`src/design/mau_pkg.sv`:
```
`timescale 1ns / 1ps
// ---------------------------------------------------------------------------
// mau_pkg: shared types and constants of the modular arithmetic unit
// Operation codes, field widths, reset modulus and controller states.
// ---------------------------------------------------------------------------
package mau_pkg;

    localparam int MOD_WIDTH_DEF = 31;
    localparam int EXP_WIDTH_DEF = 63;
    localparam int RAW_WIDTH     = 64;
    localparam int OP_WIDTH      = 3;
    localparam int OPND_WIDTH    = 31;
    localparam longint unsigned MOD_RESET = 64'd1000000007;

    typedef enum logic [OP_WIDTH-1:0] {
        OP_REDUCE = 3'd0,
        OP_ADD    = 3'd1,
        OP_SUB    = 3'd2,
        OP_MUL    = 3'd3,
        OP_DIV    = 3'd4,
        OP_POW    = 3'd5,
        OP_NEG    = 3'd6,
        OP_NONE   = 3'd7
    } t_op;

    typedef enum logic [3:0] {
        ST_IDLE,
        ST_RED_A,
        ST_RED_B,
        ST_RED_RAW,
        ST_DISPATCH,
        ST_POW_STEP,
        ST_POW_MUL,
        ST_POW_SQR,
        ST_DIV_MUL,
        ST_FINAL_MUL,
        ST_OUT
    } t_state;

    // Request to the serial modular reduction unit.
    typedef struct packed {
        logic start;
    } t_red_ctl;

    typedef struct packed {
        logic busy;
        logic done;
    } t_red_sts;

endpackage

```
`src/design/mau_if.sv`:
```
`timescale 1ns / 1ps
// ---------------------------------------------------------------------------
// mau_if: valid/ready channels of the modular arithmetic unit
// Input item channel, result channel and modulus write channel.
// ---------------------------------------------------------------------------
interface mau_in_if #(
    parameter int EXP_WIDTH = mau_pkg::EXP_WIDTH_DEF
);
    logic                          valid;
    logic                          ready;
    logic [mau_pkg::OP_WIDTH-1:0]  op;
    logic signed [mau_pkg::RAW_WIDTH-1:0] raw_value;
    logic [mau_pkg::OPND_WIDTH-1:0] lhs;
    logic [mau_pkg::OPND_WIDTH-1:0] rhs;
    logic [EXP_WIDTH-1:0]          exponent;

    modport source  (output valid, op, raw_value, lhs, rhs, exponent, input ready);
    modport sink    (input valid, op, raw_value, lhs, rhs, exponent, output ready);
    modport monitor (input valid, ready, op, raw_value, lhs, rhs, exponent);
endinterface

interface mau_out_if;
    logic                           valid;
    logic                           ready;
    logic [mau_pkg::OPND_WIDTH-1:0] result;
    logic                           operand_error;

    modport source  (output valid, result, operand_error, input ready);
    modport sink    (input valid, result, operand_error, output ready);
    modport monitor (input valid, ready, result, operand_error);
endinterface

interface mau_cfg_if #(
    parameter int MOD_WIDTH = mau_pkg::MOD_WIDTH_DEF
);
    logic                 valid;
    logic                 ready;
    logic [MOD_WIDTH-1:0] data;

    modport source  (output valid, data, input ready);
    modport sink    (input valid, data, output ready);
    modport monitor (input valid, ready, data);
endinterface

```
`src/design/mau_serial_mod.sv`:
```
`timescale 1ns / 1ps
// ---------------------------------------------------------------------------
// mau_serial_mod: bit-serial remainder of a wide unsigned value
// Shifts the dividend in one bit per cycle, MSB first, and keeps a running
// remainder below the modulus with one compare and subtract per bit.
// Optionally multiplies two residues first by shift-and-add over the
// multiplier bits, reducing after each step (one multiplier bit per cycle).
// ---------------------------------------------------------------------------
module mau_serial_mod
    import mau_pkg::*;
#(
    parameter int MOD_WIDTH = MOD_WIDTH_DEF,
    parameter int DIV_WIDTH = RAW_WIDTH
) (
    input  logic                 i_clk,
    input  logic                 i_rst_n,
    input  t_red_ctl             i_ctl,
    input  logic                 i_mul_mode,
    input  logic [DIV_WIDTH-1:0] i_dividend,
    input  logic [MOD_WIDTH-1:0] i_mul_a,
    input  logic [MOD_WIDTH-1:0] i_mul_b,
    input  logic [MOD_WIDTH-1:0] i_modulus,
    output t_red_sts             o_sts,
    output logic [MOD_WIDTH-1:0] o_rem
);

    localparam int CW = $clog2(DIV_WIDTH + 1);

    logic [DIV_WIDTH-1:0] r_shift, n_shift;
    logic [MOD_WIDTH-1:0] r_addend, n_addend;
    logic [MOD_WIDTH-1:0] r_rem, n_rem;
    logic [CW-1:0]        r_cnt, n_cnt;
    logic                 r_busy, n_busy;
    logic                 r_done, n_done;
    logic                 r_mul, n_mul;

    logic [MOD_WIDTH:0]   w_dbl;
    logic [MOD_WIDTH:0]   w_dbl_red;
    logic [MOD_WIDTH+1:0] w_sum;
    logic [MOD_WIDTH-1:0] w_step;

    always_comb begin
        // rem*2 + bit, reduced once (rem < M so result < 2M)
        w_dbl = {r_rem, (r_mul ? 1'b0 : r_shift[DIV_WIDTH-1])};
        if (w_dbl >= {1'b0, i_modulus}) begin
            w_dbl_red = w_dbl - {1'b0, i_modulus};
        end else begin
            w_dbl_red = w_dbl;
        end
        // add multiplicand when multiplier bit set, reduce once more
        w_sum = {1'b0, w_dbl_red};
        if (r_mul && r_shift[DIV_WIDTH-1]) begin
            w_sum = {1'b0, w_dbl_red} + {2'b00, r_addend};
        end
        if (w_sum >= {2'b00, i_modulus}) begin
            w_step = MOD_WIDTH'(w_sum - {2'b00, i_modulus});
        end else begin
            w_step = MOD_WIDTH'(w_sum);
        end
    end

    always_comb begin
        n_shift  = r_shift;
        n_addend = r_addend;
        n_rem    = r_rem;
        n_cnt    = r_cnt;
        n_busy   = r_busy;
        n_done   = 1'b0;
        n_mul    = r_mul;
        if (i_ctl.start) begin
            n_busy = 1'b1;
            n_rem  = '0;
            n_cnt  = CW'(DIV_WIDTH);
            n_mul  = i_mul_mode;
            if (i_mul_mode) begin
                // multiplier bits at the top of the shifter, zeros below
                n_shift  = {i_mul_b, {(DIV_WIDTH-MOD_WIDTH){1'b0}}};
                n_addend = i_mul_a;
                n_cnt    = CW'(MOD_WIDTH);
            end else begin
                n_shift  = i_dividend;
            end
        end else if (r_busy) begin
            n_rem   = w_step;
            n_shift = {r_shift[DIV_WIDTH-2:0], 1'b0};
            n_cnt   = r_cnt - 1'b1;
            if (r_cnt == CW'(1)) begin
                n_busy = 1'b0;
                n_done = 1'b1;
            end
        end
    end

    always_ff @(posedge i_clk) begin
        if (!i_rst_n) begin
            r_busy <= 1'b0;
            r_done <= 1'b0;
            r_cnt  <= '0;
            r_mul  <= 1'b0;
        end else begin
            r_busy <= n_busy;
            r_done <= n_done;
            r_cnt  <= n_cnt;
            r_mul  <= n_mul;
        end
    end

    always_ff @(posedge i_clk) begin
        r_shift  <= n_shift;
        r_addend <= n_addend;
        r_rem    <= n_rem;
    end

    assign o_sts.busy = r_busy;
    assign o_sts.done = r_done;
    assign o_rem      = r_rem;

endmodule

```
`src/design/modular_arithmetic_unit_top.sv`:
```
`timescale 1ns / 1ps
// ---------------------------------------------------------------------------
// modular_arithmetic_unit_top: integer arithmetic modulo a runtime modulus
//
// Usage: write the modulus on the cfg channel while idle (reset value is
// 1000000007). Present one item on the in channel; it is taken when the unit
// is idle. One result item follows on the out channel. A single bit-serial
// reduce unit does all reductions and multiplies, one bit per cycle: both
// operands are reduced first, the reduce op then also reduces the raw value,
// add/sub/neg are formed from the reduced operands, mul takes one multiply,
// pow takes up to EXP_WIDTH steps of a multiply (when the exponent bit is
// set) and a square, and div takes up to MOD_WIDTH such steps and one more
// multiply. Pow ends early once the exponent runs out.
// The next item is accepted when the result has been transferred; a stalled
// receiver holds the result and the unit. Reset returns to idle and restores
// the reset modulus.
// ---------------------------------------------------------------------------
module modular_arithmetic_unit_top
    import mau_pkg::*;
#(
    parameter int MOD_WIDTH = MOD_WIDTH_DEF,
    parameter int EXP_WIDTH = EXP_WIDTH_DEF
) (
    input  logic i_clk,
    input  logic i_rst_n,
    mau_in_if.sink     i_in,
    mau_out_if.source  o_out,
    mau_cfg_if.sink    i_cfg
);

    localparam int EW  = (EXP_WIDTH > MOD_WIDTH) ? EXP_WIDTH : MOD_WIDTH;
    localparam int ECW = $clog2(EW + 1);

    t_state r_state, n_state;
    logic [MOD_WIDTH-1:0] r_mod;
    logic [OP_WIDTH-1:0]  r_op;
    logic [RAW_WIDTH-1:0] r_raw;
    logic [OPND_WIDTH-1:0] r_lhs, r_rhs;
    logic [EW-1:0]        r_exp, n_exp;
    logic [ECW-1:0]       r_ecnt, n_ecnt;
    logic [MOD_WIDTH-1:0] r_a, n_a, r_b, n_b, r_acc, n_acc, r_sq, n_sq;
    logic [OPND_WIDTH-1:0] r_res, n_res;
    logic                 r_err, n_err;
    logic                 r_neg, n_neg;

    t_red_ctl             w_ctl;
    t_red_sts             w_sts;
    logic                 w_mul_mode;
    logic [RAW_WIDTH-1:0] w_div;
    logic [MOD_WIDTH-1:0] w_ma, w_mb, w_rem;
    logic                 w_mod_zero, w_bad_l, w_bad_r;
    logic [MOD_WIDTH:0]   w_addsum;
    logic [MOD_WIDTH-1:0] w_add, w_sub, w_neg, w_raw_res;
    logic [RAW_WIDTH-1:0] w_mag;
    logic [MOD_WIDTH-1:0] w_one;

    assign w_mod_zero = (r_mod == '0);
    assign w_bad_l = (33'(r_lhs) >= 33'(r_mod));
    assign w_bad_r = (33'(r_rhs) >= 33'(r_mod));
    assign w_one   = (r_mod == MOD_WIDTH'(1)) ? '0 : MOD_WIDTH'(1);
    assign w_mag   = r_raw[RAW_WIDTH-1] ? (~r_raw + 1'b1) : r_raw;

    always_comb begin
        w_addsum = {1'b0, r_a} + {1'b0, r_b};
        if (w_addsum >= {1'b0, r_mod}) begin
            w_add = MOD_WIDTH'(w_addsum - {1'b0, r_mod});
        end else begin
            w_add = MOD_WIDTH'(w_addsum);
        end
        w_sub     = (r_a >= r_b) ? (r_a - r_b) : (r_a + r_mod - r_b);
        w_neg     = (r_a == '0) ? '0 : (r_mod - r_a);
        w_raw_res = (r_neg && w_rem != '0) ? (r_mod - w_rem) : w_rem;
    end

    mau_serial_mod #(
        .MOD_WIDTH (MOD_WIDTH),
        .DIV_WIDTH (RAW_WIDTH)
    ) u_red (
        .i_clk      (i_clk),
        .i_rst_n    (i_rst_n),
        .i_ctl      (w_ctl),
        .i_mul_mode (w_mul_mode),
        .i_dividend (w_div),
        .i_mul_a    (w_ma),
        .i_mul_b    (w_mb),
        .i_modulus  (r_mod),
        .o_sts      (w_sts),
        .o_rem      (w_rem)
    );

    // next state
    always_comb begin
        n_state = r_state;
        unique case (r_state)
            ST_IDLE: begin
                if (i_in.valid) begin
                    n_state = ST_RED_A;
                end
            end
            ST_RED_A: begin
                if (w_mod_zero) begin
                    n_state = ST_OUT;
                end else if (w_sts.done) begin
                    n_state = ST_RED_B;
                end
            end
            ST_RED_B: begin
                if (w_sts.done) begin
                    n_state = (r_op == OP_REDUCE) ? ST_RED_RAW : ST_DISPATCH;
                end
            end
            ST_RED_RAW: begin
                if (w_sts.done) begin
                    n_state = ST_OUT;
                end
            end
            ST_DISPATCH: begin
                priority case (r_op)
                    OP_MUL:  n_state = ST_FINAL_MUL;
                    OP_POW:  n_state = ST_POW_STEP;
                    OP_DIV:  n_state = (r_b == '0) ? ST_OUT : ST_POW_STEP;
                    default: n_state = ST_OUT;
                endcase
            end
            ST_POW_STEP: begin
                if (r_ecnt == '0 || r_exp == '0) begin
                    n_state = (r_op == OP_DIV) ? ST_DIV_MUL : ST_OUT;
                end else if (r_exp[0]) begin
                    n_state = ST_POW_MUL;
                end else begin
                    n_state = ST_POW_SQR;
                end
            end
            ST_POW_MUL: begin
                if (w_sts.done) begin
                    n_state = ST_POW_SQR;
                end
            end
            ST_POW_SQR: begin
                if (w_sts.done) begin
                    n_state = ST_POW_STEP;
                end
            end
            ST_DIV_MUL, ST_FINAL_MUL: begin
                if (w_sts.done) begin
                    n_state = ST_OUT;
                end
            end
            ST_OUT: begin
                if (o_out.ready) begin
                    n_state = ST_IDLE;
                end
            end
            default: n_state = ST_IDLE;
        endcase
    end

    // start pulse for the serial unit on entry to each reducing state
    always_comb begin
        w_ctl.start = 1'b0;
        w_mul_mode  = 1'b0;
        w_div       = '0;
        w_ma        = r_a;
        w_mb        = r_b;
        unique case (n_state)
            ST_RED_A: w_div = RAW_WIDTH'(i_in.lhs);
            ST_RED_B: w_div = RAW_WIDTH'(r_rhs);
            ST_RED_RAW: w_div = w_mag;
            ST_POW_MUL: begin
                w_mul_mode = 1'b1;
                w_ma = r_acc;
                w_mb = r_sq;
            end
            ST_POW_SQR: begin
                w_mul_mode = 1'b1;
                w_ma = (r_state == ST_POW_MUL) ? r_sq : r_sq;
                w_mb = r_sq;
            end
            ST_DIV_MUL: begin
                w_mul_mode = 1'b1;
                w_ma = r_a;
                w_mb = r_acc;
            end
            ST_FINAL_MUL: begin
                w_mul_mode = 1'b1;
            end
            default: ;
        endcase
        if (n_state != r_state || (r_state == ST_IDLE && n_state == ST_RED_A)) begin
            w_ctl.start = (n_state == ST_RED_A && r_state == ST_IDLE)
                       || (n_state == ST_RED_B) || (n_state == ST_RED_RAW)
                       || (n_state == ST_POW_MUL) || (n_state == ST_POW_SQR)
                       || (n_state == ST_DIV_MUL) || (n_state == ST_FINAL_MUL);
        end
        if (r_state == ST_IDLE && n_state == ST_RED_A) begin
            w_div = RAW_WIDTH'(i_in.lhs);
        end
    end

    // datapath updates
    always_comb begin
        n_a    = r_a;
        n_b    = r_b;
        n_acc  = r_acc;
        n_sq   = r_sq;
        n_exp  = r_exp;
        n_ecnt = r_ecnt;
        n_res  = r_res;
        n_err  = r_err;
        n_neg  = r_neg;
        unique case (r_state)
            ST_IDLE: begin
                n_neg = i_in.raw_value[RAW_WIDTH-1];
            end
            ST_RED_A: begin
                if (w_mod_zero) begin
                    n_res = '0;
                    n_err = 1'b1;
                end else if (w_sts.done) begin
                    n_a = w_rem;
                end
            end
            ST_RED_B: begin
                if (w_sts.done) begin
                    n_b = w_rem;
                end
            end
            ST_RED_RAW: begin
                if (w_sts.done) begin
                    n_res = OPND_WIDTH'(w_raw_res);
                    n_err = 1'b0;
                end
            end
            ST_DISPATCH: begin
                n_acc = w_one;
                n_err = 1'b0;
                n_res = '0;
                priority case (r_op)
                    OP_ADD: begin
                        n_res = OPND_WIDTH'(w_add);
                        n_err = w_bad_l || w_bad_r;
                    end
                    OP_SUB: begin
                        n_res = OPND_WIDTH'(w_sub);
                        n_err = w_bad_l || w_bad_r;
                    end
                    OP_MUL: n_err = w_bad_l || w_bad_r;
                    OP_DIV: begin
                        n_err  = w_bad_l || w_bad_r;
                        n_sq   = r_b;
                        n_exp  = (r_mod >= MOD_WIDTH'(2)) ?
                                 EW'(r_mod - MOD_WIDTH'(2)) : '0;
                        n_ecnt = ECW'(MOD_WIDTH);
                    end
                    OP_POW: begin
                        n_err  = w_bad_l;
                        n_sq   = r_a;
                        n_ecnt = ECW'(EXP_WIDTH);
                    end
                    OP_NEG: begin
                        n_res = OPND_WIDTH'(w_neg);
                        n_err = w_bad_l;
                    end
                    default: ;
                endcase
            end
            ST_POW_STEP: begin
                if (r_ecnt == '0) begin
                    n_res = OPND_WIDTH'(r_acc);
                end else if (r_exp == '0) begin
                    n_ecnt = '0;
                    n_res  = OPND_WIDTH'(r_acc);
                end
            end
            ST_POW_MUL: begin
                if (w_sts.done) begin
                    n_acc = w_rem;
                end
            end
            ST_POW_SQR: begin
                if (w_sts.done) begin
                    n_sq   = w_rem;
                    n_exp  = {1'b0, r_exp[EW-1:1]};
                    n_ecnt = r_ecnt - 1'b1;
                end
            end
            ST_DIV_MUL, ST_FINAL_MUL: begin
                if (w_sts.done) begin
                    n_res = OPND_WIDTH'(w_rem);
                end
            end
            default: ;
        endcase
    end

    always_ff @(posedge i_clk) begin
        if (!i_rst_n) begin
            r_state <= ST_IDLE;
            r_mod   <= MOD_WIDTH'(MOD_RESET);
        end else begin
            r_state <= n_state;
            if (i_cfg.valid) begin
                r_mod <= i_cfg.data;
            end
        end
    end

    always_ff @(posedge i_clk) begin
        if (r_state == ST_IDLE && i_in.valid) begin
            r_op  <= i_in.op;
            r_raw <= i_in.raw_value;
            r_lhs <= i_in.lhs;
            r_rhs <= i_in.rhs;
            r_exp <= EW'(i_in.exponent);
        end else begin
            r_exp <= n_exp;
        end
        r_a    <= n_a;
        r_b    <= n_b;
        r_acc  <= n_acc;
        r_sq   <= n_sq;
        r_ecnt <= n_ecnt;
        r_res  <= n_res;
        r_err  <= n_err;
        r_neg  <= n_neg;
    end

    assign i_in.ready          = (r_state == ST_IDLE);
    assign i_cfg.ready         = 1'b1;
    assign o_out.valid         = (r_state == ST_OUT);
    assign o_out.result        = r_res;
    assign o_out.operand_error = r_err;

endmodule
```
`src/flat_wrapper.sv`:
```
// flat-port wrapper written by rule: the top's interface ports become plain ports
module modular_arithmetic_unit_top_flat import mau_pkg::*;
#(
    parameter int MOD_WIDTH = MOD_WIDTH_DEF,
    parameter int EXP_WIDTH = EXP_WIDTH_DEF
)
  (i_clk, i_rst_n, i_in_valid, i_in_op, i_in_raw_value, i_in_lhs, i_in_rhs, i_in_exponent, i_in_ready, o_out_valid, o_out_result, o_out_operand_error, o_out_ready, i_cfg_valid, i_cfg_data, i_cfg_ready);
  mau_in_if #(.EXP_WIDTH(EXP_WIDTH)) i_in_i ();
  mau_out_if o_out_i ();
  mau_cfg_if #(.MOD_WIDTH(MOD_WIDTH)) i_cfg_i ();
  input  logic i_clk;
  input  logic i_rst_n;
  input wire logic [$bits(i_in_i.valid)-1:0] i_in_valid;
  input wire logic [$bits(i_in_i.op)-1:0] i_in_op;
  input wire logic [$bits(i_in_i.raw_value)-1:0] i_in_raw_value;
  input wire logic [$bits(i_in_i.lhs)-1:0] i_in_lhs;
  input wire logic [$bits(i_in_i.rhs)-1:0] i_in_rhs;
  input wire logic [$bits(i_in_i.exponent)-1:0] i_in_exponent;
  output wire logic [$bits(i_in_i.ready)-1:0] i_in_ready;
  output wire logic [$bits(o_out_i.valid)-1:0] o_out_valid;
  output wire logic [$bits(o_out_i.result)-1:0] o_out_result;
  output wire logic [$bits(o_out_i.operand_error)-1:0] o_out_operand_error;
  input wire logic [$bits(o_out_i.ready)-1:0] o_out_ready;
  input wire logic [$bits(i_cfg_i.valid)-1:0] i_cfg_valid;
  input wire logic [$bits(i_cfg_i.data)-1:0] i_cfg_data;
  output wire logic [$bits(i_cfg_i.ready)-1:0] i_cfg_ready;
  assign i_in_i.valid = i_in_valid;
  assign i_in_i.op = i_in_op;
  assign i_in_i.raw_value = i_in_raw_value;
  assign i_in_i.lhs = i_in_lhs;
  assign i_in_i.rhs = i_in_rhs;
  assign i_in_i.exponent = i_in_exponent;
  assign i_in_ready = i_in_i.ready;
  assign o_out_valid = o_out_i.valid;
  assign o_out_result = o_out_i.result;
  assign o_out_operand_error = o_out_i.operand_error;
  assign o_out_i.ready = o_out_ready;
  assign i_cfg_i.valid = i_cfg_valid;
  assign i_cfg_i.data = i_cfg_data;
  assign i_cfg_ready = i_cfg_i.ready;
  modular_arithmetic_unit_top #(.MOD_WIDTH(MOD_WIDTH), .EXP_WIDTH(EXP_WIDTH)) u_core (.i_clk(i_clk), .i_rst_n(i_rst_n), .i_in(i_in_i), .o_out(o_out_i), .i_cfg(i_cfg_i));
endmodule
```
`config.mk`:
```
export PLATFORM = sky130hd
export DESIGN_NAME = modular_arithmetic_unit_top_flat
export DESIGN_NICKNAME = d
export VERILOG_FILES = /design/src/design/mau_pkg.sv /design/src/design/mau_if.sv /design/src/design/mau_serial_mod.sv /design/src/design/modular_arithmetic_unit_top.sv /design/src/flat_wrapper.sv
export SDC_FILE = /design/constraint.sdc
export NUM_CORES = 2
export LEC_CHECK = 0
export CORE_MARGIN = 1
export CORE_UTILIZATION = 36
export CTS_CLUSTER_SIZE = 24
export DETAILED_ROUTE_END_ITERATION = 16
export DONT_BUFFER_PORTS = 1
export GPL_TIMING_DRIVEN = 1
export MAX_ROUTING_LAYER = met4
export PLACE_DENSITY = 0.52
export SLEW_MARGIN = 10
export SYNTH_ARGS = -nofsm -noshare
export SYNTH_HDL_FRONTEND = slang
export SYNTH_SLANG_ARGS = --single-unit
```
`constraint.sdc`:
```
create_clock -name i_clk -period 15.6 [get_ports i_clk]
set_input_delay 0.78 -clock i_clk [delete_from_list [all_inputs] [get_ports i_clk]]
set_output_delay 0.78 -clock i_clk [all_outputs]
set_load 0.01 [all_outputs]
```
==> reports/results.ini <==
[synthesis]
synth_common_cells = a21oi_1 (454), edfxtp_1 (450), nand2_1 (414), nor2_1 (403), o21ai_0 (352)
post-synth-top-area-fraction_pct = 32.13
synth_cell_types = 91
synth_cells = 4716
ys.warnings.count = 0
async_flop_share_pct = 0
synthFlopType = edfxtp_1
synth_area_um2 = 42060
ys_ff_latch = 526
syn_area_per_cell_um2 = 8.918
synthesis.nets = 5326
yosysTopAreaCell = edfxtp_1
synth_most_common_cell = a21oi_1
synth_edf_count = 450
yosysSeqAreaShare_pct = 35.75
synthTopCellsByArea = edfxtp_1 (32%), ha_1 (10%), a21oi_1 (5.4%)

[place]
place_ws_ns = 4.845
place.gp.congestion = 1.040
post-dp-hpwl_um = 144400
post_dp_cell_area_um2 = 43970
portBuffers = 0

[floorplan]
die_h_um = 343.8
num_io_pins = 263
core_um2 = 116000
num_rows = 125
die_area_um2 = 118200
initial_utilization_pct = 36.24
die_w_um = 343.8

[hold_path]
hold_path_end = u_core.r_raw[59]
whs_path_depth = 0
hp-class = in -> reg
hp-start = i_in_raw_value[59]

[pwr]
power_density_nw_per_um2 = 148.6
vdd.ir_drop.worst_mv = 0.1412
p_leak_nw = 17.90
fin_total_pwr_mw = 6.867

[grt]
grt.overflow.total = 0
antenna_found_initial = 15
grtUsageTotal_pct = 31.76
grt_pass1_vias = 36310
grt_first_pass_wirelength_um = 262600
grt_max_degree = 90

[final_layout]
drive_gt1_share_pct = 5.715
finalInstanceArea_um2 = 46220
area_growth_pct = 9.892
final_nets = 5282

[sta]
setup_viol = 0
rsz0062_at_grt = false
slew-limit-headroom_pct = 17.64
fmax_ghz = 0.09234
skew_ns = 0.03057
hold_viol = 0
worst_slew_pin_slew_ns = 1.222
postLayoutSetupSlackWorst_ns = 4.771
fin_setup_tns_ns = 0
period_needed_ns = 10.83
finalCritPeriodShare_pct = 69.42
finalMaxSlewViolations = 0

[route]
drt-total-wl_um = 185800
drc = 0
drt_pre_antenna_iters = 9
ant_nets = 0
vias_per_cell = 6.146
dr_total_vias = 38470
wl_per_cell_um = 29.69
drt-initial-drc-count = 4521

[clock_network]
clockBufferDepth = 3
numCtsBuffers = 67
clock-sinks = 526
cts_root_buffer = clkbuf_16
insertion_delay_ns = 0.68
cts.clk_slew.worst_paths_ns = 0.06
cts_tree = yes
postCtsSetupBuffers = 0
cts_resized = 0
htreeDepth = 3
hold_buffers = 0

[critical_path]
cp_common_cell = a2111oi_0
worstPathRequired_ns = 16.12
reg2reg_from = u_core.r_mod[1]
cp.arrival_ns = 11.35
crit_type = reg -> reg
cp_slowest_stage_delay_ns = 0.83
startpoint = u_core.r_mod[1]
r2r-end = u_core.u_red.o_rem[28]
crit_fanout = 60
worstSetupStartpointType = register
crit_path_end_kind = register
slowest_stage = o311ai_0
r2r_slack_ns = 4.77
r2r_cells = 33

[run_status]
outcome = finished, final reports clean

[run]
drv_cap = 0

[power by group]
group	switching [mW]	leakage, nW	internal, mW
clock network	0.687	1.07	0.918
logic	2.08	12.0	1.33
registers	0.184	4.82	1.67
[metrics by stage]
| step | utilization (%) | cells | hold WS [ns] |
|---|---|---|---|
| after floorplan | - | 4716 | 0.4237 |
| after global placement | 37.89 | 6127 | 0.4731 |
| after detailed placement | 37.89 | 6127 | 0.4773 |
| after CTS | 39.80 | 6248 | 0.1629 |
| after global routing | 39.82 | 6256 | 0.1729 |
| final | 39.83 | 6259 | 0.1928 |
[worst max path at each step]
stage	slack, ns	to	cells past startpoint
floorplan	6.85	u_core.u_red.o_rem[17]	35
global placement	4.94	u_core.u_red.o_rem[28]	33
global route	3.96	u_core.u_red.o_rem[28]	33
detailed placement	4.84	u_core.u_red.o_rem[28]	33
CTS	4.79	u_core.u_red.o_rem[28]	33
finish	4.77	u_core.u_red.o_rem[28]	33
[per-layer routing]
| layer | GRT usage (%) | share of wire [%] | wire length [µm] |
|---|---|---|---|
| met3 | 6.499 | 8.7 | 16080 |
| met5 | - | 0 | 0 |
| met4 | 17.80 | 6.5 | 12140 |
| met2 | 46.94 | 43 | 80170 |
| met1 | 40.32 | 42 | 77440 |
[kinds of logic after synthesis]
family / Yosys count / share of synthesized area, %
AO/OA/AOI/OAI: 1480 / 22.39
XOR/XNOR: 322 / 6.706
adder cells (fa/ha/maj): 382 / 12.04
buffers and inverters: 493 / 4.549
flip-flops: 526 / 35.75
multiplexers: 127 / 3.085
other: 1 / 0.008917
AND/OR/NAND/NOR: 1385 / 15.47
[state kept, by name (all words and copies together) (netlist names), 31 cells and up]
name	flops
u_core.o_out.result	31
u_core.r_a	31
u_core.r_acc	31
u_core.r_b	31
u_core.r_exp	63
u_core.r_lhs	31
u_core.r_mod	31
u_core.r_raw	64
u_core.r_rhs	31
u_core.r_sq	31
u_core.u_red.o_rem	31
u_core.u_red.r_addend	31
u_core.u_red.r_shift	64
[critical path: cells and delay by family, from the launching register on]
family                   cells  cell delay [ns]
flip-flops                   1             0.59
AND/OR/NAND/NOR              6             1.25
AO/OA/AOI/OAI               19             5.94
multiplexers                 1             0.41
adder cells (fa/ha/maj)      3             1.08
buffers and inverters        4             1.35
[cell type report]
cell class,count,area [µm²]
fillers,11880,69830
clock buffers,84,1813
clock inverters,37,404.1
multi-input cells,3697,25230
flip-flops and latches,526,15040
diodes,11,27.53
repair buffers,97,728.2
well taps,1524,1907
inverters,283,1067
[cell usage in the layout, fill, tap and decap left out, types with 106 or more instances in the layout]
master    instances
a21oi_1         453
edfxtp_1        450
ha_1            344
inv_1           280
mux2i_1         106
nand2_1         410
nor2_1          399
nor3_1          118
o21ai_0         351
xnor2_1         206
xor2_1          116
(Power assumes the default switching activity.)
